`config.mk`:
```
export PLATFORM = sky130hd
export DESIGN_NAME = relative_strength_index
export DESIGN_NICKNAME = d
export VERILOG_FILES = /design/src/rsi_pkg.sv /design/src/relative_strength_index.sv
export SDC_FILE = /design/constraint.sdc
export NUM_CORES = 2
export LEC_CHECK = 0
export BUFFER_PORTS_ARGS = -buffer_cell sky130_fd_sc_hd__buf_4
export CORE_UTILIZATION = 40
export CTS_CLUSTER_SIZE = 25
export DETAILED_ROUTE_END_ITERATION = 6
export SYNTH_ARGS = -nofsm -noshare
export SYNTH_HDL_FRONTEND = slang
export SYNTH_SLANG_ARGS = --single-unit
```
`constraint.sdc`:
```
create_clock -name clk -period 5.5 [get_ports clk]
set_input_delay 0.825 -clock clk [delete_from_list [all_inputs] [get_ports clk]]
set_output_delay 0.825 -clock clk [all_outputs]
set_load 0.01 [all_outputs]
```
`src/rsi_pkg.sv`:
```
// ----------------------------------------------------------------------------
// rsi_pkg - shared definitions for the relative strength index block
// widths, default parameters, result codes and controller states
// ----------------------------------------------------------------------------
package rsi_pkg;

    // default datapath parameters
    localparam int PRICE_BITS_DEF = 32;
    localparam int FRAC_BITS_DEF  = 16;

    // lookback register
    localparam int                  PERIOD_W     = 8;
    localparam logic [PERIOD_W-1:0] PERIOD_RESET = 8'd14;

    // result encoding, hundredths of a point
    localparam int               RSI_W       = 14;
    localparam int               OUT_TDATA_W = ((RSI_W + 7) / 8) * 8;
    localparam logic [RSI_W-1:0] RSI_NEUTRAL = 14'd5000;
    localparam logic [RSI_W-1:0] RSI_FULL    = 14'd10000;

    // quotient bits retired per cycle by the period dividers
    localparam int DIV_DIGIT = 2;

    // 10000 = 2^13 + 2^10 + 2^9 + 2^8 + 2^4, one shifted add per term
    localparam int SCALE_TERMS = 5;
    typedef logic [3:0] shift_t;
    localparam shift_t SCALE_SHIFTS [SCALE_TERMS] = '{4'd13, 4'd10, 4'd9, 4'd8, 4'd4};

    // controller states
    typedef enum logic [7:0] {
        ST_IDLE  = 8'b0000_0001,
        ST_PREP  = 8'b0000_0010,
        ST_DIV   = 8'b0000_0100,
        ST_APPLY = 8'b0000_1000,
        ST_RSUM  = 8'b0001_0000,
        ST_MUL   = 8'b0010_0000,
        ST_RDIV  = 8'b0100_0000,
        ST_DONE  = 8'b1000_0000
    } state_t;

endpackage

```
`src/relative_strength_index.sv`:
```
// ----------------------------------------------------------------------------
// relative_strength_index - streaming wilder rsi over a price series
// one price item in, one rsi item out, fixed point averages
// ----------------------------------------------------------------------------

// One price per input item gives one rsi item, in hundredths of a point
// (0..10000) with a warm flag in tuser. The first sample of a series, and the
// following samples until period price changes have been seen, give 5000 with
// warm clear. A warm item goes through two bit-serial dividers that divide the
// gain and loss averages by period, two quotient bits a cycle through an 8-bit
// remainder, then five shifted adds that form 10000*gain and a 14-step restoring
// divider for the ratio; when the average loss is zero the result is 10000
// without the shifted adds and the ratio divider. One item is worked on at a
// time; the result sits in an output register, so the next price is taken while
// it waits for m_tready. Writing period restarts the series and is meant for an
// idle block.
module relative_strength_index #(
    parameter int PRICE_BITS = rsi_pkg::PRICE_BITS_DEF,
    parameter int FRAC_BITS  = rsi_pkg::FRAC_BITS_DEF
) (
    input  logic                                clk,
    input  logic                                rst_n,
    // lookback register write
    input  logic                                cfg_wr_en,
    input  logic [rsi_pkg::PERIOD_W-1:0]        cfg_wr_data,
    // price items
    input  logic                                s_tvalid,
    output logic                                s_tready,
    input  logic [((PRICE_BITS+7)/8)*8-1:0]     s_tdata,   // price, zero padded
    input  logic [0:0]                          s_tuser,   // new_series
    // rsi items
    output logic                                m_tvalid,
    input  logic                                m_tready,
    output logic [rsi_pkg::OUT_TDATA_W-1:0]     m_tdata,   // rsi_hundredths, zero padded
    output logic [0:0]                          m_tuser    // warm
);
    import rsi_pkg::*;

    // averages carry FRAC_BITS fraction bits; warm-up sums fit as FRAC_BITS >= 8
    localparam int ACC_W     = PRICE_BITS + FRAC_BITS;
    localparam int DIV_STEPS = (ACC_W + DIV_DIGIT - 1) / DIV_DIGIT;
    localparam int SH_W      = DIV_STEPS * DIV_DIGIT;
    localparam int N_W       = SH_W + PERIOD_W;
    localparam int RATIO_W   = ACC_W + 1 + RSI_W;
    localparam int CNT_MAX   = (DIV_STEPS > RSI_W) ? DIV_STEPS : RSI_W;
    localparam int CNT_W     = $clog2(CNT_MAX);
    localparam int SC_IDX_W  = $clog2(SCALE_TERMS);
    localparam int COUNT_W   = PERIOD_W + 1;
    localparam int NUM_CH    = 2;
    localparam int CH_GAIN   = 0;
    localparam int CH_LOSS   = 1;

    // control state
    state_t                 state_reg, state_next;
    logic [PERIOD_W-1:0]    period_reg, period_next;
    logic [PRICE_BITS-1:0]  prev_reg, prev_next;
    logic [COUNT_W-1:0]     count_reg, count_next;
    logic [ACC_W-1:0]       avg_reg [NUM_CH];
    logic [ACC_W-1:0]       avg_next [NUM_CH];
    logic [CNT_W-1:0]       cnt_reg, cnt_next;
    logic                   out_valid_reg, out_valid_next;

    // datapath registers
    logic                   gt_reg, gt_next;
    logic [PRICE_BITS-1:0]  diff_reg, diff_next;
    logic                   seed_reg, seed_next;
    logic [SH_W-1:0]        num_reg [NUM_CH];
    logic [SH_W-1:0]        num_next [NUM_CH];
    logic [PERIOD_W-1:0]    rem_reg [NUM_CH];
    logic [PERIOD_W-1:0]    rem_next [NUM_CH];
    logic                   ge_reg [NUM_CH];
    logic                   ge_next [NUM_CH];
    logic [ACC_W:0]         rden_reg, rden_next;
    logic [RATIO_W-1:0]     ratio_reg, ratio_next;
    logic [RSI_W-1:0]       res_rsi_reg, res_rsi_next;
    logic                   res_warm_reg, res_warm_next;
    logic [RSI_W-1:0]       out_rsi_reg, out_rsi_next;
    logic                   out_warm_reg, out_warm_next;

    // combinational helpers
    logic [PERIOD_W-1:0]    p_eff;
    logic [COUNT_W-1:0]     p_wide;
    logic [PRICE_BITS-1:0]  in_price;
    logic                   in_gt;
    logic [PRICE_BITS-1:0]  in_diff;
    logic [PRICE_BITS-1:0]  x_c [NUM_CH];
    logic [ACC_W-1:0]       sum_c [NUM_CH];
    logic [ACC_W-1:0]       xs_c [NUM_CH];
    logic                   ge_c [NUM_CH];
    logic [ACC_W-1:0]       mag_c [NUM_CH];
    logic [N_W-1:0]         seed_c [NUM_CH];
    logic [N_W-1:0]         load_c [NUM_CH];
    logic [SH_W-1:0]        div_num [NUM_CH];
    logic [PERIOD_W-1:0]    div_rem [NUM_CH];
    logic [ACC_W-1:0]       applied_c [NUM_CH];
    logic [ACC_W+1:0]       ratio_trial;
    logic                   ratio_ge;
    logic [ACC_W:0]         ratio_top;
    logic [RATIO_W-1:0]     ratio_step;
    logic [RATIO_W-1:0]     mul_term;

    // a period of zero behaves as one
    assign p_eff  = (period_reg == '0) ? PERIOD_W'(1) : period_reg;
    assign p_wide = {1'b0, p_eff};

    // price change of the incoming item, split by direction
    assign in_price = s_tdata[PRICE_BITS-1:0];
    assign in_gt    = in_price > prev_reg;
    assign in_diff  = in_gt ? (in_price - prev_reg) : (prev_reg - in_price);

    assign s_tready = (state_reg == ST_IDLE);

    // operand set-up for the gain lane and the loss lane
    always_comb
    begin
        for (int c = 0; c < NUM_CH; c++)
        begin
            x_c[c]   = (((c == CH_GAIN) ? 1'b1 : 1'b0) == gt_reg) ? diff_reg : '0;
            sum_c[c] = avg_reg[c] + ACC_W'(x_c[c]);
            xs_c[c]  = ACC_W'(x_c[c]) << FRAC_BITS;
            ge_c[c]  = xs_c[c] >= avg_reg[c];
            mag_c[c] = ge_c[c] ? (xs_c[c] - avg_reg[c]) : (avg_reg[c] - xs_c[c]);
            // seeding divides sum * 2^FRAC_BITS, smoothing divides |x - avg|
            seed_c[c] = N_W'(sum_c[c]) << FRAC_BITS;
            load_c[c] = (count_reg == p_wide) ? seed_c[c] : N_W'(mag_c[c]);
        end
    end

    // one digit of restoring division by period in each lane
    always_comb
    begin : div_digit
        logic [PERIOD_W:0] trial;
        trial = '0;
        for (int c = 0; c < NUM_CH; c++)
        begin
            div_rem[c] = rem_reg[c];
            div_num[c] = num_reg[c];
            for (int k = 0; k < DIV_DIGIT; k++)
            begin
                trial      = {div_rem[c], div_num[c][SH_W-1]};
                div_num[c] = {div_num[c][SH_W-2:0], 1'b0};
                if (trial >= p_wide)
                begin
                    div_rem[c]    = PERIOD_W'(trial - p_wide);
                    div_num[c][0] = 1'b1;
                end
                else
                begin
                    div_rem[c] = trial[PERIOD_W-1:0];
                end
            end
        end
    end

    // new averages from the quotients; a falling average rounds the step up
    always_comb
    begin
        for (int c = 0; c < NUM_CH; c++)
        begin
            if (seed_reg)
                applied_c[c] = num_reg[c][ACC_W-1:0];
            else if (ge_reg[c])
                applied_c[c] = avg_reg[c] + num_reg[c][ACC_W-1:0];
            else
                applied_c[c] = avg_reg[c] - num_reg[c][ACC_W-1:0]
                               - ACC_W'(rem_reg[c] != '0);
        end
    end

    // ratio divider: remainder in the upper bits, quotient shifts in below
    assign ratio_trial = ratio_reg[RATIO_W-1:RSI_W-1];
    assign ratio_ge    = ratio_trial >= {1'b0, rden_reg};
    assign ratio_top   = ratio_ge ? (ACC_W+1)'(ratio_trial - {1'b0, rden_reg})
                                  : ratio_trial[ACC_W:0];
    assign ratio_step  = {ratio_top, ratio_reg[RSI_W-2:0], ratio_ge};

    // one term of 10000 * gain average
    assign mul_term = RATIO_W'(avg_reg[CH_GAIN]) << SCALE_SHIFTS[cnt_reg[SC_IDX_W-1:0]];

    // sequencer
    always_comb
    begin
        state_next     = state_reg;
        period_next    = period_reg;
        prev_next      = prev_reg;
        count_next     = count_reg;
        cnt_next       = cnt_reg;
        gt_next        = gt_reg;
        diff_next      = diff_reg;
        seed_next      = seed_reg;
        rden_next      = rden_reg;
        ratio_next     = ratio_reg;
        res_rsi_next   = res_rsi_reg;
        res_warm_next  = res_warm_reg;
        out_rsi_next   = out_rsi_reg;
        out_warm_next  = out_warm_reg;
        out_valid_next = out_valid_reg && !m_tready;
        for (int c = 0; c < NUM_CH; c++)
        begin
            avg_next[c] = avg_reg[c];
            num_next[c] = num_reg[c];
            rem_next[c] = rem_reg[c];
            ge_next[c]  = ge_reg[c];
        end

        unique case (state_reg)
            ST_IDLE:
            begin
                if (s_tvalid)
                begin
                    prev_next = in_price;
                    if (s_tuser[0] || (count_reg == '0))
                    begin
                        // first sample of a series records the price and clears the averages
                        count_next = COUNT_W'(1);
                        for (int c = 0; c < NUM_CH; c++)
                            avg_next[c] = '0;
                        res_rsi_next  = RSI_NEUTRAL;
                        res_warm_next = 1'b0;
                        state_next    = ST_DONE;
                    end
                    else
                    begin
                        gt_next    = in_gt;
                        diff_next  = in_diff;
                        state_next = ST_PREP;
                    end
                end
            end

            ST_PREP:
            begin
                if (count_reg < p_wide)
                begin
                    // warm-up: plain integer sums
                    for (int c = 0; c < NUM_CH; c++)
                        avg_next[c] = sum_c[c];
                    count_next    = count_reg + COUNT_W'(1);
                    res_rsi_next  = RSI_NEUTRAL;
                    res_warm_next = 1'b0;
                    state_next    = ST_DONE;
                end
                else
                begin
                    // dividend top bits are always below period
                    for (int c = 0; c < NUM_CH; c++)
                    begin
                        num_next[c] = load_c[c][SH_W-1:0];
                        rem_next[c] = load_c[c][N_W-1:SH_W];
                        ge_next[c]  = ge_c[c];
                    end
                    seed_next     = (count_reg == p_wide);
                    count_next    = p_wide + COUNT_W'(1);
                    res_warm_next = 1'b1;
                    cnt_next      = '0;
                    state_next    = ST_DIV;
                end
            end

            ST_DIV:
            begin
                for (int c = 0; c < NUM_CH; c++)
                begin
                    num_next[c] = div_num[c];
                    rem_next[c] = div_rem[c];
                end
                if (cnt_reg == CNT_W'(DIV_STEPS - 1))
                begin
                    cnt_next   = '0;
                    state_next = ST_APPLY;
                end
                else
                begin
                    cnt_next = cnt_reg + CNT_W'(1);
                end
            end

            ST_APPLY:
            begin
                for (int c = 0; c < NUM_CH; c++)
                    avg_next[c] = applied_c[c];
                state_next = ST_RSUM;
            end

            ST_RSUM:
            begin
                if (avg_reg[CH_LOSS] == '0)
                begin
                    res_rsi_next = RSI_FULL;
                    state_next   = ST_DONE;
                end
                else
                begin
                    rden_next  = {1'b0, avg_reg[CH_GAIN]} + {1'b0, avg_reg[CH_LOSS]};
                    ratio_next = '0;
                    cnt_next   = '0;
                    state_next = ST_MUL;
                end
            end

            ST_MUL:
            begin
                ratio_next = ratio_reg + mul_term;
                if (cnt_reg == CNT_W'(SCALE_TERMS - 1))
                begin
                    cnt_next   = '0;
                    state_next = ST_RDIV;
                end
                else
                begin
                    cnt_next = cnt_reg + CNT_W'(1);
                end
            end

            ST_RDIV:
            begin
                ratio_next = ratio_step;
                if (cnt_reg == CNT_W'(RSI_W - 1))
                begin
                    res_rsi_next = ratio_step[RSI_W-1:0];
                    cnt_next     = '0;
                    state_next   = ST_DONE;
                end
                else
                begin
                    cnt_next = cnt_reg + CNT_W'(1);
                end
            end

            ST_DONE:
            begin
                // hand over once the output register is free
                if (!out_valid_reg || m_tready)
                begin
                    out_valid_next = 1'b1;
                    out_rsi_next   = res_rsi_reg;
                    out_warm_next  = res_warm_reg;
                    state_next     = ST_IDLE;
                end
            end

            default:
            begin
                state_next = ST_IDLE;
            end
        endcase

        // a new period restarts the series
        if (cfg_wr_en)
        begin
            period_next = cfg_wr_data;
            count_next  = '0;
            for (int c = 0; c < NUM_CH; c++)
                avg_next[c] = '0;
        end
    end

    // control and series state
    always_ff @(posedge clk or negedge rst_n)
    begin
        if (!rst_n)
        begin
            state_reg     <= ST_IDLE;
            period_reg    <= PERIOD_RESET;
            prev_reg      <= '0;
            count_reg     <= '0;
            cnt_reg       <= '0;
            out_valid_reg <= 1'b0;
            for (int c = 0; c < NUM_CH; c++)
                avg_reg[c] <= '0;
        end
        else
        begin
            state_reg     <= state_next;
            period_reg    <= period_next;
            prev_reg      <= prev_next;
            count_reg     <= count_next;
            cnt_reg       <= cnt_next;
            out_valid_reg <= out_valid_next;
            for (int c = 0; c < NUM_CH; c++)
                avg_reg[c] <= avg_next[c];
        end
    end

    // datapath, no reset needed
    always_ff @(posedge clk)
    begin
        gt_reg       <= gt_next;
        diff_reg     <= diff_next;
        seed_reg     <= seed_next;
        rden_reg     <= rden_next;
        ratio_reg    <= ratio_next;
        res_rsi_reg  <= res_rsi_next;
        res_warm_reg <= res_warm_next;
        out_rsi_reg  <= out_rsi_next;
        out_warm_reg <= out_warm_next;
        for (int c = 0; c < NUM_CH; c++)
        begin
            num_reg[c] <= num_next[c];
            rem_reg[c] <= rem_next[c];
            ge_reg[c]  <= ge_next[c];
        end
    end

    // result item
    assign m_tvalid   = out_valid_reg;
    assign m_tdata    = OUT_TDATA_W'(out_rsi_reg);
    assign m_tuser[0] = out_warm_reg;

    // period divider remainders stay below the divisor
    a_div_rem_bound: assert property (@(posedge clk) disable iff (!rst_n)
        (state_reg == ST_DIV) |-> ((rem_reg[CH_GAIN] < p_eff) && (rem_reg[CH_LOSS] < p_eff)))
        else $error("period divider remainder not below period");

    // ratio divider remainder stays below gain plus loss
    a_ratio_rem_bound: assert property (@(posedge clk) disable iff (!rst_n)
        (state_reg == ST_RDIV) |-> (ratio_reg[RATIO_W-1:RSI_W] < rden_reg))
        else $error("ratio divider remainder not below denominator");

    // a result that is not warm is the neutral value
    a_cold_neutral: assert property (@(posedge clk) disable iff (!rst_n)
        (m_tvalid && !m_tuser[0]) |-> (m_tdata == OUT_TDATA_W'(RSI_NEUTRAL)))
        else $error("cold result is not neutral");

    // rsi never exceeds a full scale
    a_rsi_range: assert property (@(posedge clk) disable iff (!rst_n)
        m_tvalid |-> (m_tdata <= OUT_TDATA_W'(RSI_FULL)))
        else $error("rsi above full scale");

    // sample count saturates one past the period
    a_count_sat: assert property (@(posedge clk) disable iff (!rst_n)
        count_reg <= (p_wide + COUNT_W'(1)))
        else $error("sample count beyond period plus one");

endmodule

```
==> results.txt <==
Post-synthesis adder-cell area fraction: 16.11%
Quantity of I/O buffers inserted on ports: 62
Maximum number of pins on one net before global-route repair: 117
Slowest stage cell, crit path: or4_4
Most frequently used flop master after synthesis: edfxtp_1
Main combinational cell family by area after synthesis: compound AO/OA/AOI/OAI gates
First drt pass iteration count: 7
Die height: 387.5 um
Static power due to leakage: 30.08 nW
Clock tree from TritonCTS: yes
Violated checks: DRC
Ratio of routed vias to standard cells: 6.185
Vias in the first global route: 57.32k
Site Rows: 141
Flop-to-flop setup slack: 0.24 ns
Synthesis-stage register bit count: 449
Arrival time of the worst setup path: 5.85 ns
Root buffer cell: clkbuf_16
Library cell appearing most often on the critical path: buf_4
Area growth from synthesis to layout: 11.08%
Highest ir drop seen on vdd: 0.2836 mV
H-tree levels: 2
Detailed placement HPWL: 196600 um
Synthesis warning total: 0
Remaining DRCs: 4
Achievable Freq: 190.1 MHz
Most frequent cells in the layout: a21oi_1 (834), ha_1 (735), nand2_1 (659), o21ai_0 (642), inv_1 (630)
Clock tree buffer depth: 3
Number of max-cap violations: 0
Overflow after GRT: 0
Die X: 387.5 um
Number of synthesized flops with an enable pin: 290
Number of library cell types mapped by synthesis: 99
Commonest non-fill, non-tap cell in the layout: a21oi_1
Async set-or-reset flop fraction in the synthesized netlist: 35.41%
Switching power: 8.180 mW
Outcome: finished, violations left
Share of total power in combinational logic: 52.3%
Die Area: 150200 sq um
Number of setup violations in the final report: 0
Hold_buf cts: 0
Post-synthesis mux area share: 2.700%
Clock buffer count from CTS: 60
Source-to-sink clock delay at the later pin of the worst-skew pair: 0.74 ns
IO Pins: 65
Slew Viols, Final: 0
TritonCTS Sinks: 449
Share of final-layout standard cells stronger than drive strength 1: 8.167%
Setup crit start kind: flop
Number of filler cells placed in the layout: 14.89k
Avg Synthesized Cell Area: 7.691 sq um
Internal cell power: 10.18 mW
Final net count: 8622
Switching fraction of total power: 44.55%
Starting Density: 40.26%
Headroom to the max-slew limit: 16.31%
GPL Wtd Cong: 1.029
Kind of capture point of the worst setup path: flop
Global-route wire length before repair: 362500 um
Detailed-route via count: 60.68k
Fraction of the mapped netlist area in compound gates: 29.83%
Final core occ: 44.72%
Placeable core region: 147700 sq um
Simple-gate share of the synthesized area: 15.88%
Clock Pin Slew Worst Setup and Hold Paths: 0.07 ns
Number of hold violations in the final report: 0
Avg WL per Cell: 25.21 um
Drt total wl: 247300 um
Xor-xnor portion of the synthesized cell area: 7.558%
Post-layout min period: 5.261 ns
Global-route total usage across every layer: 31.52%
Portion of total power attributed to the clock network: 24.0%
Worst-margin pin slew: 1.252 ns
Initial antenna violation count: 10
Class of the tightest hold or removal check: input pin to async pin
Portion of the post-synthesis area used by sequential elements: 21.35%
Power density cells: 278.1 nW/um^2
Sequential share of power: 23.7%
Sequence of cells on the critical path: nor4_4 > nand2_2 > buf_4 > fa_1 > inv_1 > ha_1 > or2_2 > fa_2 > nand2b_4 > a2111oi_4 > buf_4 > o21ba_2 > or4_4 > a31oi_2 > o41ai_2 > buf_4 > o31ai_4 > a221oi_2 > buf_4 > or4_1 > a31o_2 > o41ai_1 > a21oi_1
Post-synth design cell area: 59450 sq um
Number of antenna-violating nets in the routed design: 0
Largest stage delay, worst path: 0.51 ns
Setup Crit Path Kind: flop to flop
Post-layout total power: 18.36 mW
Final worst-path cycle share: 95.65%
Clock skew after layout: 0.04822 ns
Synth Instances: 7729
Worst Path Required: 6.09 ns
DRC marker count from the first detailed-route iteration: 6111
Worst-path fanout max: 3
[timing repair]
action | CTS | global route
cloned | 0 | 2
resized for setup | 11 | 45
setup endpoints to repair | 9 | 44
buffers inserted | 1 | 10
pin swaps | 5 | 11
[stage by stage]
step | setup TNS, ns | worst slack, ns | hold WS [ns] | area (sq um) | cells
2_1_floorplan | 0 | 0.04001 | 0.4003 | 59480 | 7735
4_1_cts | 0 | 0.004415 | 0.1485 | 65760 | 9791
3_5_place_dp | -1.187 | -0.2672 | 0.4071 | 63560 | 9677
6_report | 0 | 0.2392 | 0.08318 | 66040 | 9811
5_1_grt | -0.02124 | -0.01243 | 0.1533 | 66020 | 9803
3_3_place_gp | -0.5647 | -0.1655 | 0.4070 | 63560 | 9677
[path summary, 6_finish.rpt]
| path | startpoint | end | depth (start not counted) |
|---|---|---|---|
| worst min-delay path | rst_n | count_reg[5] | 1 |
| worst max register to register | rem_reg[0][15] | avg_reg[44] | 23 |
| worst max-delay path | rem_reg[0][15] | avg_reg[44] | 23 |
| worst min register to register | res_rsi_reg[11] | out_rsi_reg[11] | 0 |
| min in group clk | cfg_wr_data[2] | period_reg[2] | 3 |
| max in group asynchronous | rst_n | avg_reg[6] | 2 |
[worst max-delay path, delay by kind of cell (launching register included)]
| kind | cells | cell delay [ns] |
|---|---|---|
| AOI/OAI and AO/OA | 9 | 1.39 |
| adders and majority gates | 3 | 0.85 |
| buffers and inverters | 5 | 0.75 |
| DFF | 1 | 0.45 |
| and+or+nand+nor | 6 | 1.69 |
[routing by layer]
layer / wire, um / vias to the layer above / GRT usage, % / part of all wire [%]
li1: - / 28320 / - / -
met1: 104200 / 29010 / 42.22 / 42
met2: 109600 / 2884 / 50.18 / 44
met3: 21190 / 466 / 4.116 / 8.6
met4: 12240 / 4 / 14.63 / 4.9
met5: 24 / - / 0 / 0.0097
[area by class of cell]
| class | count | area, sq um | area share (%) |
|---|---|---|---|
| clock inverter | 46 | 568.0 | 0.8602 |
| multi-input combinational | 6276 | 43210 | 65.43 |
| antenna | 8 | 20.02 | 0.03032 |
| timing repair buffer | 393 | 3137 | 4.750 |
| inverter | 642 | 2424 | 3.670 |
| clock buffer | 67 | 1570 | 2.378 |
| sequential | 449 | 12690 | 19.22 |
| tap | 1930 | 2415 | 3.657 |
[Yosys cell counts (all sizes together) (41+ instances only)]
cell type,n,area share [%]
a211oi,101,1.3
a21o,351,4.4
a21oi,843,7.1
a31oi,91,0.96
and2,41,0.43
and3,48,0.51
buf,57,0.52
clkbuf,311,2.0
dfrtp,155,6.5
edfxtp,290,15
ha,735,15
inv,633,4.0
mux2i,139,2.3
nand2,663,4.2
nand2b,96,1.0
nand3,133,1.1
nand4,111,1.2
nor2,537,3.4
nor2b,83,0.87
nor3,126,1.1
nor4,46,0.48
o211ai,73,0.92
o21a,64,0.81
o21ai,676,5.7
o21bai,137,1.7
o22ai,67,0.71
o31ai,64,0.85
xnor2,362,5.3
xor2,151,2.2
[cells by family (layout without fill, tap and decap cells)]
kind of cell    after synthesis  count (layout)
fa+ha+maj                   754             754
simple gates               2020            2020
mux                         157             157
other cells                   1              15
xor+xnor                    513             513
compound gates             2825            2825
flops                       449             449
buf+inv                    1010            1148
[power groups by stage]
stage,combinational (mW),clock [mW],sequential (mW)
2_1_floorplan,6.26,0,4.40
3_3_place_gp,9.22,0,4.41
3_5_place_dp,9.26,0,4.42
4_1_cts,9.32,4.46,4.36
5_1_grt,10.3,4.57,4.38
6_report,9.60,4.41,4.36
No activity file was read; power rests on OpenSTA's default activity.
